<file path="src/rtl/deq_pkg.sv">
// Shared types and constants for the double-ended queue.
// Used by the front end, the back end and the top level; depends on nothing.
package deq_pkg;

  // Field widths of the stream items.
  localparam int CMD_W    = 3;
  localparam int VALUE_W  = 32;
  localparam int STATUS_W = 2;
  localparam int COUNT_W  = 6;

  // Stream bus widths, padded to whole bytes.
  localparam int IN_DATA_W  = 40;
  localparam int OUT_DATA_W = 40;

  // Default ring depth.
  localparam int DEPTH_DEFAULT = 32;

  // Command codes as they arrive on the input stream.
  localparam logic [CMD_W-1:0] CMD_PUSH_FRONT = 3'd0;
  localparam logic [CMD_W-1:0] CMD_PUSH_BACK  = 3'd1;
  localparam logic [CMD_W-1:0] CMD_POP_FRONT  = 3'd2;
  localparam logic [CMD_W-1:0] CMD_POP_BACK   = 3'd3;
  localparam logic [CMD_W-1:0] CMD_DUMP_FWD   = 3'd4;
  localparam logic [CMD_W-1:0] CMD_DUMP_REV   = 3'd5;

  // Status codes returned with each result.
  localparam logic [STATUS_W-1:0] STATUS_OK         = 2'd0;
  localparam logic [STATUS_W-1:0] STATUS_WAS_EMPTY  = 2'd1;
  localparam logic [STATUS_W-1:0] STATUS_NOW_EMPTY  = 2'd2;
  localparam logic [STATUS_W-1:0] STATUS_FULL       = 2'd3;

  // Operation kinds after decode.
  typedef enum logic [2:0] {
    OP_PUSH_FRONT,
    OP_PUSH_BACK,
    OP_POP_FRONT,
    OP_POP_BACK,
    OP_DUMP_FWD,
    OP_DUMP_REV
  } op_kind_t;

  // One decoded request passed from the front end to the back end.
  typedef struct packed {
    op_kind_t                   kind;
    logic signed [VALUE_W-1:0]  value;
  } op_t;

endpackage

</file>
<file path="src/rtl/deq_front.sv">
// Front end of the double-ended queue: accepts requests, decodes them and
// holds them in a two-entry queue for the back end. Depends on deq_pkg.
module deq_front import deq_pkg::*; (
  input  logic                       clk,
  input  logic                       rst,
  input  logic                       in_valid,
  output logic                       in_ready,
  input  logic [CMD_W-1:0]           command,
  input  logic signed [VALUE_W-1:0]  value,
  output logic                       op_valid,
  input  logic                       op_ready,
  output op_t                        op
);

  localparam int QD = 2;

  op_t          fifo [QD];
  logic         wr_ptr;
  logic         rd_ptr;
  logic [1:0]   fill;
  logic         known;
  op_kind_t     kind;
  logic         push;
  logic         pop;

  // Decode the command; unused codes are accepted and dropped.
  always_comb begin
    known = 1'b1;
    kind  = OP_PUSH_FRONT;
    unique case (command)
      CMD_PUSH_FRONT: kind = OP_PUSH_FRONT;
      CMD_PUSH_BACK:  kind = OP_PUSH_BACK;
      CMD_POP_FRONT:  kind = OP_POP_FRONT;
      CMD_POP_BACK:   kind = OP_POP_BACK;
      CMD_DUMP_FWD:   kind = OP_DUMP_FWD;
      CMD_DUMP_REV:   kind = OP_DUMP_REV;
      default:        known = 1'b0;
    endcase
  end

  // Queue handshakes.
  assign in_ready = (fill != 2'(QD));
  assign push     = in_valid && in_ready && known;
  assign op_valid = (fill != 2'd0);
  assign pop      = op_valid && op_ready;
  assign op       = fifo[rd_ptr];

  // Pointers and occupancy.
  always_ff @(posedge clk) begin
    if (rst) begin
      wr_ptr <= 1'b0;
      rd_ptr <= 1'b0;
      fill   <= 2'd0;
    end else begin
      if (push) wr_ptr <= ~wr_ptr;
      if (pop)  rd_ptr <= ~rd_ptr;
      if (push && !pop) fill <= fill + 2'd1;
      else if (pop && !push) fill <= fill - 2'd1;
    end
  end

  // Queue storage.
  always_ff @(posedge clk) begin
    if (push) begin
      fifo[wr_ptr].kind  <= kind;
      fifo[wr_ptr].value <= value;
    end
  end

endmodule

</file>
<file path="src/rtl/deq_back.sv">
// Back end of the double-ended queue: owns the ring memory, its front index
// and fill count, and produces the result stream. Depends on deq_pkg.
module deq_back import deq_pkg::*; #(
  parameter int DEPTH = DEPTH_DEFAULT
) (
  input  logic                        clk,
  input  logic                        rst,
  input  logic                        op_valid,
  output logic                        op_ready,
  input  op_t                         op,
  output logic                        res_valid,
  input  logic                        res_ready,
  output logic [STATUS_W-1:0]         status,
  output logic signed [VALUE_W-1:0]   value_res,
  output logic [COUNT_W-1:0]          count,
  output logic                        last
);

  localparam int IW = (DEPTH > 1) ? $clog2(DEPTH) : 1;
  localparam int CW = $clog2(DEPTH + 1);
  localparam int SW = CW + 1;

  typedef enum logic [1:0] {
    ST_IDLE,
    ST_DUMP_RD,
    ST_DUMP_OUT
  } state_t;

  state_t                      state;
  logic [IW-1:0]               front_index;
  logic [CW-1:0]               fill_count;
  logic [IW-1:0]               dump_idx;
  logic                        dump_rev;

  logic signed [VALUE_W-1:0]   mem [DEPTH];
  logic signed [VALUE_W-1:0]   rd_data;

  logic                        out_free;
  logic                        fire;
  logic                        is_full;
  logic                        is_empty;
  logic                        is_dump;
  logic                        res_load;
  logic                        dump_last;
  logic [SW-1:0]               back_sum;
  logic [SW-1:0]               dump_sum;
  logic [CW-1:0]               dump_off;
  logic [IW-1:0]               back_pos;
  logic [IW-1:0]               dump_pos;
  logic [IW-1:0]               front_dec;
  logic [IW-1:0]               front_inc;
  logic                        wr_en;
  logic [IW-1:0]               wr_addr;

  // The output register can take a new result when empty or being drained.
  assign out_free = !res_valid || res_ready;
  assign op_ready = (state == ST_IDLE) && out_free;
  assign fire     = op_valid && op_ready;
  assign is_full  = (fill_count == CW'(DEPTH));
  assign is_empty = (fill_count == '0);

  // A result is loaded for every push, pop and empty dump, and per dumped entry.
  assign is_dump  = (op.kind == OP_DUMP_FWD) || (op.kind == OP_DUMP_REV);
  assign res_load = (fire && !(is_dump && !is_empty)) ||
                    ((state == ST_DUMP_OUT) && out_free);

  // Ring positions: one past the back, one before and after the front.
  assign back_sum  = SW'(front_index) + SW'(fill_count);
  assign back_pos  = (back_sum >= SW'(DEPTH)) ? IW'(back_sum - SW'(DEPTH)) : IW'(back_sum);
  assign front_dec = (front_index == '0) ? IW'(DEPTH - 1) : front_index - IW'(1);
  assign front_inc = (front_index == IW'(DEPTH - 1)) ? '0 : front_index + IW'(1);

  // Position of the entry being dumped, counted from the front or the back.
  assign dump_off  = dump_rev ? (fill_count - CW'(1) - CW'(dump_idx)) : CW'(dump_idx);
  assign dump_sum  = SW'(front_index) + SW'(dump_off);
  assign dump_pos  = (dump_sum >= SW'(DEPTH)) ? IW'(dump_sum - SW'(DEPTH)) : IW'(dump_sum);
  assign dump_last = ((CW'(dump_idx) + CW'(1)) == fill_count);

  // Ring write for an accepted push.
  assign wr_en   = fire && !is_full &&
                   (op.kind == OP_PUSH_FRONT || op.kind == OP_PUSH_BACK);
  assign wr_addr = (op.kind == OP_PUSH_FRONT) ? front_dec : back_pos;

  // Ring memory with a registered read port.
  always_ff @(posedge clk) begin
    if (wr_en) mem[wr_addr] <= op.value;
    if (state == ST_DUMP_RD) rd_data <= mem[dump_pos];
  end

  // Sequencer, queue bookkeeping and result register.
  always_ff @(posedge clk) begin
    if (rst) begin
      state       <= ST_IDLE;
      front_index <= '0;
      fill_count  <= '0;
      res_valid   <= 1'b0;
      dump_idx    <= '0;
      dump_rev    <= 1'b0;
    end else begin
      if (res_load) res_valid <= 1'b1;
      else if (res_ready) res_valid <= 1'b0;
      unique case (state)
        ST_IDLE: begin
          if (fire) begin
            value_res <= '0;
            last      <= 1'b1;
            case (op.kind) inside
              OP_PUSH_FRONT, OP_PUSH_BACK: begin
                if (is_full) begin
                  status <= STATUS_FULL;
                  count  <= COUNT_W'(fill_count);
                end else begin
                  status     <= STATUS_OK;
                  count      <= COUNT_W'(fill_count + CW'(1));
                  fill_count <= fill_count + CW'(1);
                  if (op.kind == OP_PUSH_FRONT) front_index <= front_dec;
                end
              end
              OP_POP_FRONT, OP_POP_BACK: begin
                if (is_empty) begin
                  status <= STATUS_WAS_EMPTY;
                  count  <= '0;
                end else begin
                  status     <= (fill_count == CW'(1)) ? STATUS_NOW_EMPTY : STATUS_OK;
                  count      <= COUNT_W'(fill_count - CW'(1));
                  fill_count <= fill_count - CW'(1);
                  if (op.kind == OP_POP_FRONT) front_index <= front_inc;
                end
              end
              default: begin
                // Dump in either direction.
                if (is_empty) begin
                  status    <= STATUS_WAS_EMPTY;
                  count     <= '0;
                end else begin
                  dump_idx <= '0;
                  dump_rev <= (op.kind == OP_DUMP_REV);
                  state    <= ST_DUMP_RD;
                end
              end
            endcase
          end
        end
        ST_DUMP_RD: begin
          state <= ST_DUMP_OUT;
        end
        ST_DUMP_OUT: begin
          if (out_free) begin
            status    <= STATUS_OK;
            value_res <= rd_data;
            count     <= COUNT_W'(fill_count);
            last      <= dump_last;
            if (dump_last) begin
              state <= ST_IDLE;
            end else begin
              dump_idx <= dump_idx + IW'(1);
              state    <= ST_DUMP_RD;
            end
          end
        end
        default: state <= ST_IDLE;
      endcase
    end
  end

endmodule

</file>
<file path="src/rtl/double_ended_queue_top.sv">
// Top level of the double-ended queue: stream ports and packing.
// Instantiates deq_front and deq_back; depends on deq_pkg.
//
// Usage: each request on the slave stream carries a command (push front or
// back, pop front or back, dump forward or reverse) and a value used by
// pushes. Push and pop each return one result on the master stream with a
// status, the entry count after the command, and tlast set. A dump returns
// one result per held entry in the chosen order, tlast on the final one, or
// a single "was empty" result when the queue holds nothing. Codes 6 and 7
// are taken and produce no result.
// Timing: a result passes through the request queue and the result register
// when the back end is free. Push and pop run at one per cycle while the
// receiver takes results; a dump reads each entry through the registered read
// of the ring memory and holds off further requests until it finishes. A
// two-entry request queue lets the input keep flowing while the back end or
// the receiver stalls; a stalled receiver holds the result register and the
// back end waits behind it. Reset empties the queue; there is no clearing pass.
module double_ended_queue_top import deq_pkg::*; #(
  parameter int DEPTH = DEPTH_DEFAULT
) (
  input  logic                   clk,
  input  logic                   rst,
  input  logic                   s_axis_tvalid,
  output logic                   s_axis_tready,
  input  logic [IN_DATA_W-1:0]   s_axis_tdata,   // command[2:0], value[34:3], zero pad
  output logic                   m_axis_tvalid,
  input  logic                   m_axis_tready,
  output logic [OUT_DATA_W-1:0]  m_axis_tdata,   // value_res[31:0], count[37:32], zero pad
  output logic [STATUS_W-1:0]    m_axis_tuser,   // status[1:0]
  output logic                   m_axis_tlast
);

  logic                        op_valid;
  logic                        op_ready;
  op_t                         op;
  logic [CMD_W-1:0]            command;
  logic signed [VALUE_W-1:0]   value;
  logic signed [VALUE_W-1:0]   value_res;
  logic [COUNT_W-1:0]          count;

  // Unpack the request fields.
  assign command = s_axis_tdata[CMD_W-1:0];
  assign value   = s_axis_tdata[CMD_W+VALUE_W-1:CMD_W];

  deq_front u_front (
    .clk      (clk),
    .rst      (rst),
    .in_valid (s_axis_tvalid),
    .in_ready (s_axis_tready),
    .command  (command),
    .value    (value),
    .op_valid (op_valid),
    .op_ready (op_ready),
    .op       (op)
  );

  deq_back #(
    .DEPTH (DEPTH)
  ) u_back (
    .clk       (clk),
    .rst       (rst),
    .op_valid  (op_valid),
    .op_ready  (op_ready),
    .op        (op),
    .res_valid (m_axis_tvalid),
    .res_ready (m_axis_tready),
    .status    (m_axis_tuser),
    .value_res (value_res),
    .count     (count),
    .last      (m_axis_tlast)
  );

  // Pack the result fields.
  assign m_axis_tdata = {{(OUT_DATA_W - VALUE_W - COUNT_W){1'b0}}, count, value_res};

endmodule
</file>
<file path="config.mk">
export PLATFORM = sky130hd
export DESIGN_NAME = double_ended_queue_top
export DESIGN_NICKNAME = d
export VERILOG_FILES = /design/src/rtl/deq_pkg.sv /design/src/rtl/deq_front.sv /design/src/rtl/deq_back.sv /design/src/rtl/double_ended_queue_top.sv
export SDC_FILE = /design/constraint.sdc
export NUM_CORES = 1
export LEC_CHECK = 0
export BUFFER_PORTS_ARGS = -buffer_cell sky130_fd_sc_hd__buf_4
export CORE_MARGIN = 5
export CORE_UTILIZATION = 30
export CTS_CLUSTER_DIAMETER = 30
export DETAILED_ROUTE_END_ITERATION = 8
export RECOVER_POWER = 50
export SYNTH_ARGS = -nofsm -noshare
export SYNTH_HDL_FRONTEND = slang
export SYNTH_SLANG_ARGS = --single-unit
</file>
<file path="constraint.sdc">
create_clock -name clk -period 16.5 [get_ports clk]
set_input_delay 1.65 -clock clk [delete_from_list [all_inputs] [get_ports clk]]
set_output_delay 1.65 -clock clk [all_outputs]
set_load 0.01 [all_outputs]
</file>
==> results_tabular.tex, run 1 <==
\begin{tabular}{lr}
\hline
Metric & Value \\
\hline
\multicolumn{2}{l}{\textbf{STA}} \\
Final period utilization & 37.97\% \\
Setup violations, final & 0 \\
Number of hold violations in the final report & 0 \\
Max-slew violation count & 189 \\
Achievable clock frequency & 0.1596 GHz \\
Hold Worst Slack & 0.5117 ns \\
Shortest period the worst path allows & 6.265 ns \\
Unrepaired setup endpoints after global routing & no \\
Slew at the pin closest to its max-slew limit & 3.347 ns \\
Max-slew headroom at the worst pin & -123.1\% \\
Total negative slack for setup checks & 0 ns \\
Post-route clock skew & 0.04944 ns \\
\multicolumn{2}{l}{\textbf{Global route}} \\
GRT Resource Usage Total & 14.60\% \\
First-pass GRT wire length & 181000 um \\
Antenna violations before repair & 6 \\
Maximum number of pins on one net before global-route repair & 100 \\
Remaining global-route overflow & 0 \\
Number of global-route vias before repair & 25802 \\
\multicolumn{2}{l}{\textbf{Floorplan}} \\
Floorplan die width & 412.1 um \\
DIE HEIGHT & 412.1 um \\
Std cell rows & 147 \\
Initial Util & 30.18\% \\
Core region area & 160800 um\^{}2 \\
Full die area & 169800 um\^{}2 \\
Top-level I/O count & 89 \\
\multicolumn{2}{l}{\textbf{Pwr}} \\
Cell area power density & 168.4 nW/um\^{}2 \\
IR Drop Worst-Case VDD & 0.00009870 V \\
Combinational power share & 19.2\% \\
Fraction of power spent switching nets & 27.75\% \\
Clock power frac & 42.6\% \\
Switching power total & 2.753 mW \\
Internal power of the cells & 7.168 mW \\
Leakage power figure & 18.87 nW \\
Sequential group share of total power & 38.2\% \\
\multicolumn{2}{l}{\textbf{Synth}} \\
Mean cell area of the mapped netlist & 19.32 um\^{}2 \\
Share of synthesized flip-flops with an asynchronous set or reset & 0\% \\
Primary flip-flop cell chosen by synthesis mapping & sky130\_fd\_sc\_hd\_\_edfxtp\_1 \\
Yosys top cell area share & 72.24\% \\
Yosys warning count & 0 \\
Area leader, netlist & sky130\_fd\_sc\_hd\_\_edfxtp\_1 \\
Flops \& latches, synth & 1192 \\
Number of different library cells in the post-synthesis netlist & 63 \\
Cells taking the most area after synthesis & sky130\_fd\_sc\_hd\_\_edfxtp\_1, sky130\_fd\_sc\_hd\_\_mux4\_2, sky130\_fd\_sc\_hd\_\_mux2i\_1 \\
Post-Syn Instances & 2511 \\
Sequential fraction of the synthesis area & 73.27\% \\
Number of enable flip-flop cells after synthesis & 1167 \\
Summed instance area of the synthesized netlist & 48510 um\^{}2 \\
\multicolumn{2}{l}{\textbf{Clocking}} \\
Maximum root-to-sink buffer count & 3 \\
Source-to-sink clock delay at the later pin of the worst-skew pair & 0.80 ns \\
CTS sink cnt & 1192 \\
CTS root buffer & sky130\_fd\_sc\_hd\_\_clkbuf\_16 \\
TritonCTS clock tree & done \\
Number of buffers inserted by post-CTS setup repair & 0 \\
CTS-repair resized insts & 0 \\
Number of hold-repair buffers added at the cts stage & 0 \\
H-tree depth & 4 \\
TritonCTS buffer count & 201 \\
Clock edge transition at the registers on the reported setup and hold paths & 0.05 ns \\
\multicolumn{2}{l}{\textbf{Finish}} \\
Ratio of cells with drive above 1 in the final layout & 28.28\% \\
Growth of design area from synthesis to finish & 21.43\% \\
Number of inserted diodes & 0 \\
Number of cells in the finished layout apart from fillers & 5035 \\
Most common library cell in the layout ignoring fill and taps & sky130\_fd\_sc\_hd\_\_edfxtp\_1 \\
Top library cells by usage in the layout, fill and taps aside & sky130\_fd\_sc\_hd\_\_edfxtp\_1, sky130\_fd\_sc\_hd\_\_mux4\_2, sky130\_fd\_sc\_hd\_\_clkbuf\_16 \\
Fillers & 14780 \\
Final \#Nets & 2774 \\
Fin area & 58910 um\^{}2 \\
\multicolumn{2}{l}{\textbf{Flow run}} \\
Total of max-cap violations & 5 \\
\multicolumn{2}{l}{\textbf{Routing}} \\
DRC viols & 0 \\
Vias after detailed routing & 25263 \\
Post-route ant nets & 0 \\
Pre-Repair DR Iteration Count & 5 \\
Detailed router's first-iteration violation count & 2582 \\
Total detailed-routing wirelength & 125500 um \\
Via-per-instance ratio & 5.017 \\
Final routed wire length divided by cell count & 24.93 um \\
\multicolumn{2}{l}{\textbf{Placed design}} \\
Placed Cells incl. Taps & 4664 \\
Count of buffers inserted at the top-level ports & 81 \\
Placer's final routability congestion estimate & 0.7550 \\
Sum of net half-perimeters after detailed placement & 68800 um \\
Placed standard-cell area & 51970 um\^{}2 \\
\multicolumn{2}{l}{\textbf{Worst hold path}} \\
Worst min-delay path class & reg2reg \\
\multicolumn{2}{l}{\textbf{Status}} \\
Violated checks & max-capacitance violations, max-slew violations \\
Outcome & finished, violations left \\
\multicolumn{2}{l}{\textbf{Worst setup path}} \\
Nature of the critical path endpoint & flip-flop \\
Sort of element at the start of the critical path & flip-flop \\
Maximum fanout along the worst path & 56 \\
Class of the most critical setup path & reg2reg \\
Worst endpoint required time & 17.01 ns \\
CP Data Arrival Time & 6.78 ns \\
\hline
\end{tabular}
==> final cells by class <==
| cell class | count | area, um^2 | area share (%) |
|---|---|---|---|
| Sequential cell | 1192 | 35550 | 60.34 |
| Multi-Input combinational cell | 1121 | 12300 | 20.89 |
| Clock buffer | 227 | 5190 | 8.811 |
| Tap cell | 2160 | 2703 | 4.588 |
| Clock inverter | 144 | 1823 | 3.095 |
| Timing Repair Buffer | 169 | 1259 | 2.137 |
| Inverter | 22 | 82.58 | 0.1402 |
==> power groups by stage <==
| stage | sequential (mW) | clock, mW | combinational (mW) |
|---|---|---|---|
| 4_1_cts | 3.78 | 4.29 | 1.95 |
| 3_3_place_gp | 3.84 | 0 | 1.91 |
| 2_1_floorplan | 3.82 | 0 | 1.35 |
| 5_1_grt | 3.80 | 4.44 | 2.07 |
| 6_report | 3.79 | 4.22 | 1.91 |
| 3_5_place_dp | 3.84 | 0 | 1.94 |
==> metrics by stage <==
stage               power, mW  utilization (%)  worst slack (ns)
floorplan               5.164                -             10.30
global placement        5.747            32.33             10.35
detailed placement      5.781            32.33             10.26
CTS                     10.02            36.69             10.25
global route            10.32            36.64             9.685
finish                  9.921            36.64             10.23
==> per-layer routing <==
metal  global-route usage (%)  vias up  routed length [um]
met3                    3.324      221                7967
met1                    18.18    13275               50550
met4                    5.377        6                3950
met5                        0        -                  24
li1                         -    10923                   -
met2                    24.92      838               63030
==> worst max-delay path, stage by stage, from the launching register on <==
cell                        delay (ns)
sky130_fd_sc_hd__dfxtp_1          0.50
sky130_fd_sc_hd__inv_1            0.18
sky130_fd_sc_hd__ha_1             0.39
sky130_fd_sc_hd__inv_1            0.10
sky130_fd_sc_hd__ha_1             0.28
sky130_fd_sc_hd__a21o_1           0.17
sky130_fd_sc_hd__a21oi_1          0.19
sky130_fd_sc_hd__xnor2_1          0.14
sky130_fd_sc_hd__nand2_1          0.06
sky130_fd_sc_hd__o21ai_0          0.10
sky130_fd_sc_hd__ha_1             0.32
sky130_fd_sc_hd__a21oi_1          0.54
sky130_fd_sc_hd__nand3_4          0.46
sky130_fd_sc_hd__nand2_4          0.46
sky130_fd_sc_hd__buf_4            0.58
sky130_fd_sc_hd__buf_4            0.62
sky130_fd_sc_hd__nor3b_1          0.10
sky130_fd_sc_hd__a2111oi_0        0.56
sky130_fd_sc_hd__nor4_1           0.13
==> synthesized netlist by cell type (3+ instances only) <==
| master | n |
|---|---|
| sky130_fd_sc_hd__edfxtp_1 | 1167 |
| sky130_fd_sc_hd__mux4_2 | 256 |
| sky130_fd_sc_hd__clkbuf_1 | 99 |
| sky130_fd_sc_hd__nand3_1 | 83 |
| sky130_fd_sc_hd__o21ai_0 | 82 |
| sky130_fd_sc_hd__mux2i_1 | 74 |
| sky130_fd_sc_hd__a211oi_1 | 68 |
| sky130_fd_sc_hd__and3_1 | 67 |
| sky130_fd_sc_hd__nor3b_1 | 65 |
| sky130_fd_sc_hd__nor4_1 | 61 |
| sky130_fd_sc_hd__buf_2 | 40 |
| sky130_fd_sc_hd__a2111oi_0 | 37 |
| sky130_fd_sc_hd__and2_1 | 36 |
| sky130_fd_sc_hd__mux2_2 | 36 |
| sky130_fd_sc_hd__nor2_1 | 32 |
| sky130_fd_sc_hd__a21oi_1 | 30 |
| sky130_fd_sc_hd__dfxtp_1 | 25 |
| sky130_fd_sc_hd__nand2_1 | 22 |
| sky130_fd_sc_hd__inv_1 | 21 |
| sky130_fd_sc_hd__a2111oi_1 | 20 |
| sky130_fd_sc_hd__ha_1 | 20 |
| sky130_fd_sc_hd__xnor2_1 | 20 |
| sky130_fd_sc_hd__buf_6 | 15 |
| sky130_fd_sc_hd__nor3_1 | 14 |
| sky130_fd_sc_hd__buf_1 | 11 |
| sky130_fd_sc_hd__buf_4 | 10 |
| sky130_fd_sc_hd__xor2_1 | 9 |
| sky130_fd_sc_hd__a21o_1 | 7 |
| sky130_fd_sc_hd__nand2b_1 | 7 |
| sky130_fd_sc_hd__a2111oi_2 | 6 |
| sky130_fd_sc_hd__nor2b_1 | 6 |
| sky130_fd_sc_hd__a22oi_1 | 4 |
| sky130_fd_sc_hd__a31oi_1 | 4 |
| sky130_fd_sc_hd__nor4_2 | 4 |
| sky130_fd_sc_hd__o211ai_1 | 4 |
| sky130_fd_sc_hd__o22ai_1 | 4 |
| sky130_fd_sc_hd__o31ai_1 | 4 |
| sky130_fd_sc_hd__fa_1 | 3 |
| sky130_fd_sc_hd__o21a_1 | 3 |
| sky130_fd_sc_hd__or2_2 | 3 |
| sky130_fd_sc_hd__or3_1 | 3 |
==> worst paths after layout <==
check	startpoint	end	slack, ns	depth (start not counted)
hold / removal	u_front.fill[1]	u_front.fill[1]	0.51	2
setup / recovery	u_back.fill_count[1]	u_back.rd_data[16]	10.23	18
hold reg to reg	u_front.fill[1]	u_front.fill[1]	0.51	2
setup reg to reg	u_back.fill_count[1]	u_back.rd_data[16]	10.23	18
==> flip-flops by register name, indices dropped and copies added (netlist names), named ones only <==
name                cells
u_front.wr_ptr          1
u_back.res_valid        1
u_front.rd_ptr          1
u_back.mem           1024
u_front.fill            2
u_back.fill_count       6
u_back.dump_rev         1
u_back.front_index      5
u_back.value_res       32
u_back.state            2
u_back.status           2
u_back.rd_data         32
u_back.last             1
u_front.fifo           70
u_back.count            6
u_back.dump_idx         5
==> logic make-up (layout without fill, tap and decap cells) <==
kind of cell	after synthesis	in the layout	synth area share, %
adder cells (fa/ha/maj)	23	23	0.6397
AO/OA/AOI/OAI	284	284	4.111
XOR/XNOR	31	31	0.6139
multiplexers	368	368	14.33
AND/OR/NAND/NOR	413	413	5.061
flip-flops	1192	1192	73.27
other	1	2	0.007731
buffers and inverters	199	562	1.968
No activity file was read; power rests on OpenSTA's default activity.
==> run 2, diff against run 1 <==
==> constraint.sdc (replaced) <==
create_clock -name clk -period 5.5 [get_ports clk]
set_input_delay 0.55 -clock clk [delete_from_list [all_inputs] [get_ports clk]]
set_output_delay 0.55 -clock clk [all_outputs]
set_load 0.01 [all_outputs]
==> run 2 against run 1 <==
Compared with the run above: the run still ends with max-capacitance violations, max-slew violations left; utilization is 0.32 points higher; clock power rose to 2.9 times the previous value; first-iteration DRC count decreased by 2.2%; sequential share of layout area shrank 0.53 points; via count increased by 2.2%; hold slack worse by 0.42 ns; largest cell class unchanged.
==> results_tabular.tex, run 2 (synthesis gave the netlist of run 1 again) <==
\begin{tabular}{lr}
\hline
Metric & Value \\
\hline
\multicolumn{2}{l}{\textbf{Worst setup path}} \\
Number of cells on the worst reg-to-reg path & 18 (unchanged) \\
Worst endpoint required time & 6.01 ns (was 17.01 ns) \\
Worst path most repeated cell & sky130\_fd\_sc\_hd\_\_ha\_1 (unchanged) \\
Cells traversed along the worst timing path & inv\_1 > ha\_1 > inv\_1 > ha\_1 > a21o\_1 > a21oi\_1 > xnor2\_1 > nand2\_1 > o21ai\_0 > ha\_1 > a21oi\_1 > a21o\_2 > nand2\_4 > xnor2\_4 > buf\_12 > buf\_4 > a2111oi\_0 > nor4\_1 (was inv\_1 > ha\_1 > inv\_1 > ha\_1 > a21o\_1 > a21oi\_1 > xnor2\_1 > nand2\_1 > o21ai\_0 > ha\_1 > a21oi\_1 > nand3\_4 > nand2\_4 > buf\_4 > buf\_4 > nor3b\_1 > a2111oi\_0 > nor4\_1) \\
Class of the most critical setup path & reg2reg (unchanged) \\
Nature of the critical path endpoint & flip-flop (unchanged) \\
CP Data Arrival Time & 5.30 ns (was 6.78 ns) \\
Sort of element at the start of the critical path & flip-flop (unchanged) \\
Maximum fanout along the worst path & 26 (was 56) \\
Maximum single-stage delay on the critical path & 0.59 ns (was 0.62 ns) \\
Master of the slowest instance on the critical path & sky130\_fd\_sc\_hd\_\_a2111oi\_0 (was sky130\_fd\_sc\_hd\_\_buf\_4) \\
\multicolumn{2}{l}{\textbf{Pwr}} \\
Fraction of power spent switching nets & 28.19\% (was 27.75\%) \\
IR Drop Worst-Case VDD & 0.0002942 V (was 0.00009870 V) \\
Leakage power figure & 18.98 nW (was 18.87 nW) \\
Switching power total & 8.341 mW (was 2.753 mW) \\
Internal power of the cells & 21.25 mW (was 7.168 mW) \\
Total power consumption of the routed design & 29.59 mW (was 9.921 mW) \\
Clock power frac & 41.4\% (was 42.6\%) \\
Cell area power density & 498.0 nW/um\^{}2 (was 168.4 nW/um\^{}2) \\
Combinational power share & 20.3\% (was 19.2\%) \\
Sequential group share of total power & 38.3\% (was 38.2\%) \\
\multicolumn{2}{l}{\textbf{Global route}} \\
Maximum number of pins on one net before global-route repair & 67 (was 100) \\
First-pass GRT wire length & 185300 um (was 181000 um) \\
GRT Resource Usage Total & 14.88\% (was 14.60\%) \\
Antenna violations before repair & 3 (was 6) \\
Remaining global-route overflow & 0 (unchanged) \\
Number of global-route vias before repair & 26600 (was 25802) \\
\multicolumn{2}{l}{\textbf{STA}} \\
Slew at the pin closest to its max-slew limit & 3.530 ns (was 3.347 ns) \\
Post-route clock skew & 0.02994 ns (was 0.04944 ns) \\
Setup violations, final & 0 (unchanged) \\
Number of hold violations in the final report & 0 (unchanged) \\
Unrepaired setup endpoints after global routing & no (unchanged) \\
Max-slew violation count & 111 (was 189) \\
Hold Worst Slack & 0.08936 ns (was 0.5117 ns) \\
Shortest period the worst path allows & 4.788 ns (was 6.265 ns) \\
Max-slew headroom at the worst pin & -135.8\% (was -123.1\%) \\
Final WS setup & 0.7120 ns (was 10.23 ns) \\
Final period utilization & 87.06\% (was 37.97\%) \\
Achievable clock frequency & 0.2089 GHz (was 0.1596 GHz) \\
\multicolumn{2}{l}{\textbf{Clocking}} \\
Source-to-sink clock delay at the later pin of the worst-skew pair & 0.79 ns (was 0.80 ns) \\
H-tree depth & 4 (unchanged) \\
CTS sink cnt & 1192 (unchanged) \\
CTS-repair resized insts & 0 (unchanged) \\
Number of hold-repair buffers added at the cts stage & 32 (was 0) \\
TritonCTS buffer count & 188 (was 201) \\
Number of buffers inserted by post-CTS setup repair & 0 (unchanged) \\
Clock edge transition at the registers on the reported setup and hold paths & 0.05 ns (about the same) \\
Maximum root-to-sink buffer count & 3 (unchanged) \\
TritonCTS clock tree & done (unchanged) \\
CTS root buffer & sky130\_fd\_sc\_hd\_\_clkbuf\_16 (unchanged) \\
\multicolumn{2}{l}{\textbf{Placed design}} \\
Setup WS pre-CTS & 0.7258 ns (was 10.26 ns) \\
Count of buffers inserted at the top-level ports & 81 (unchanged) \\
Placer's final routability congestion estimate & 0.7574 (was 0.7550) \\
Placed Cells incl. Taps & 4702 (was 4664) \\
Sum of net half-perimeters after detailed placement & 71480 um (was 68800 um) \\
\multicolumn{2}{l}{\textbf{Finish}} \\
Number of flip-flops under the largest register name & 1024 (unchanged) \\
Final \#Nets & 2831 (was 2774) \\
Growth of design area from synthesis to finish & 22.49\% (was 21.43\%) \\
Number of cells in the finished layout apart from fillers & 5090 (was 5035) \\
Top library cells by usage in the layout, fill and taps aside & sky130\_fd\_sc\_hd\_\_edfxtp\_1, sky130\_fd\_sc\_hd\_\_mux4\_2, sky130\_fd\_sc\_hd\_\_clkbuf\_16 (unchanged) \\
Most common library cell in the layout ignoring fill and taps & sky130\_fd\_sc\_hd\_\_edfxtp\_1 (unchanged) \\
Fillers & 14640 (was 14780) \\
Register name with the most flops & u\_back.mem (unchanged) \\
Final design utilization & 36.96\% (was 36.64\%) \\
Ratio of cells with drive above 1 in the final layout & 27.20\% (was 28.28\%) \\
Registers with the highest flip-flop counts & u\_back.mem: 1024 flops, u\_front.fifo: 70 flops (unchanged) \\
\multicolumn{2}{l}{\textbf{Worst hold path}} \\
Worst min-delay path class & in2reg (was reg2reg) \\
Hold depth & 3 (was 2) \\
\multicolumn{2}{l}{\textbf{Status}} \\
Outcome & finished, violations left (unchanged) \\
Violated checks & max-capacitance violations, max-slew violations (unchanged) \\
\multicolumn{2}{l}{\textbf{Floorplan}} \\
DIE HEIGHT & 412.1 um (unchanged) \\
Core region area & 160800 um\^{}2 (unchanged) \\
Top-level I/O count & 89 (unchanged) \\
Floorplan die width & 412.1 um (unchanged) \\
Initial Util & 30.18\% (unchanged) \\
Full die area & 169800 um\^{}2 (unchanged) \\
Std cell rows & 147 (unchanged) \\
\multicolumn{2}{l}{\textbf{Routing}} \\
Via-per-instance ratio & 5.074 (was 5.017) \\
Final routed wire length divided by cell count & 24.95 um (was 24.93 um) \\
Detailed router's first-iteration violation count & 2525 (was 2582) \\
Post-route ant nets & 0 (unchanged) \\
Pre-Repair DR Iteration Count & 5 (unchanged) \\
Vias after detailed routing & 25826 (was 25263) \\
Total detailed-routing wirelength & 127000 um (was 125500 um) \\
DRC viols & 0 (unchanged) \\
\multicolumn{2}{l}{\textbf{Flow run}} \\
Total of max-cap violations & 4 (was 5) \\
\hline
\end{tabular}
[run 2: cell types whose count changed in the layout (fill, tap and decap cells not counted), sizes merged]
cell	previous run	this run
inv	57	56
buf	129	127
diode	0	4
clkbuf	267	284
dlygate4sd3	0	32
bufinv	26	27
clkinvlp	18	21
clkinv	65	66
[run 2: routing by layer]
metal  track usage (%)  routed length, um  part of all wire (%)  vias up
li1                  -                  -                     -    11089
met1             19.09              52160                    41    13650
met2             25.55              63660                    50      880
met3             2.871               8050                   6.3      207
met4             4.648               3109                   2.4        0
met5                 0                  0                     0        -
[run 2: cell type report]
class,count,area [um^2],area share (%)
clock inverter,148,1881,3.165
antenna,4,10.01,0.01685
multi-input combinational,1121,12340,20.76
timing repair buffer,239,2058,3.464
inverter,22,82.58,0.1390
tap,2160,2703,4.548
clock buffer,204,4807,8.090
sequential,1192,35540,59.82
[run 2: power by group through the flow]
stage | combinational (mW) | sequential (mW) | clock, mW
floorplan | 4.06 | 11.4 | 0
global placement | 6.05 | 11.5 | 0
detailed placement | 6.14 | 11.5 | 0
CTS | 6.18 | 11.3 | 12.4
global route | 6.50 | 11.4 | 12.9
finish | 6.00 | 11.3 | 12.2
[run 2: stage by stage]
| stage | TNS [ns] | cell area, um^2 |
|---|---|---|
| after floorplan | -45.92 | 48540 |
| after global placement | 0 | 52650 |
| after detailed placement | 0 | 52650 |
| after CTS | 0 | 59660 |
| after global routing | 0 | 59410 |
| final | 0 | 59420 |
[run 2: final timing paths]
path	startpoint	end	slack (ns)
worst max register to register	u_back.fill_count[1]	u_back.rd_data[20]	0.71
worst min-delay path	m_axis_tready	u_back.res_valid	0.09
worst max-delay path	u_back.fill_count[1]	u_back.rd_data[20]	0.71
worst min register to register	u_front.fill[1]	u_front.fill[1]	0.50
[run 2: critical path, delay by kind of cell (launching register included)]
| kind | cells | cell delay (ns) |
|---|---|---|
| adders and majority gates | 3 | 0.97 |
| DFF | 1 | 0.32 |
| xor gates and xnor gates | 2 | 0.35 |
| AOI/OAI and AO/OA | 6 | 1.83 |
| buffers and inverters | 4 | 0.60 |
| and+or+nand+nor | 3 | 0.42 |
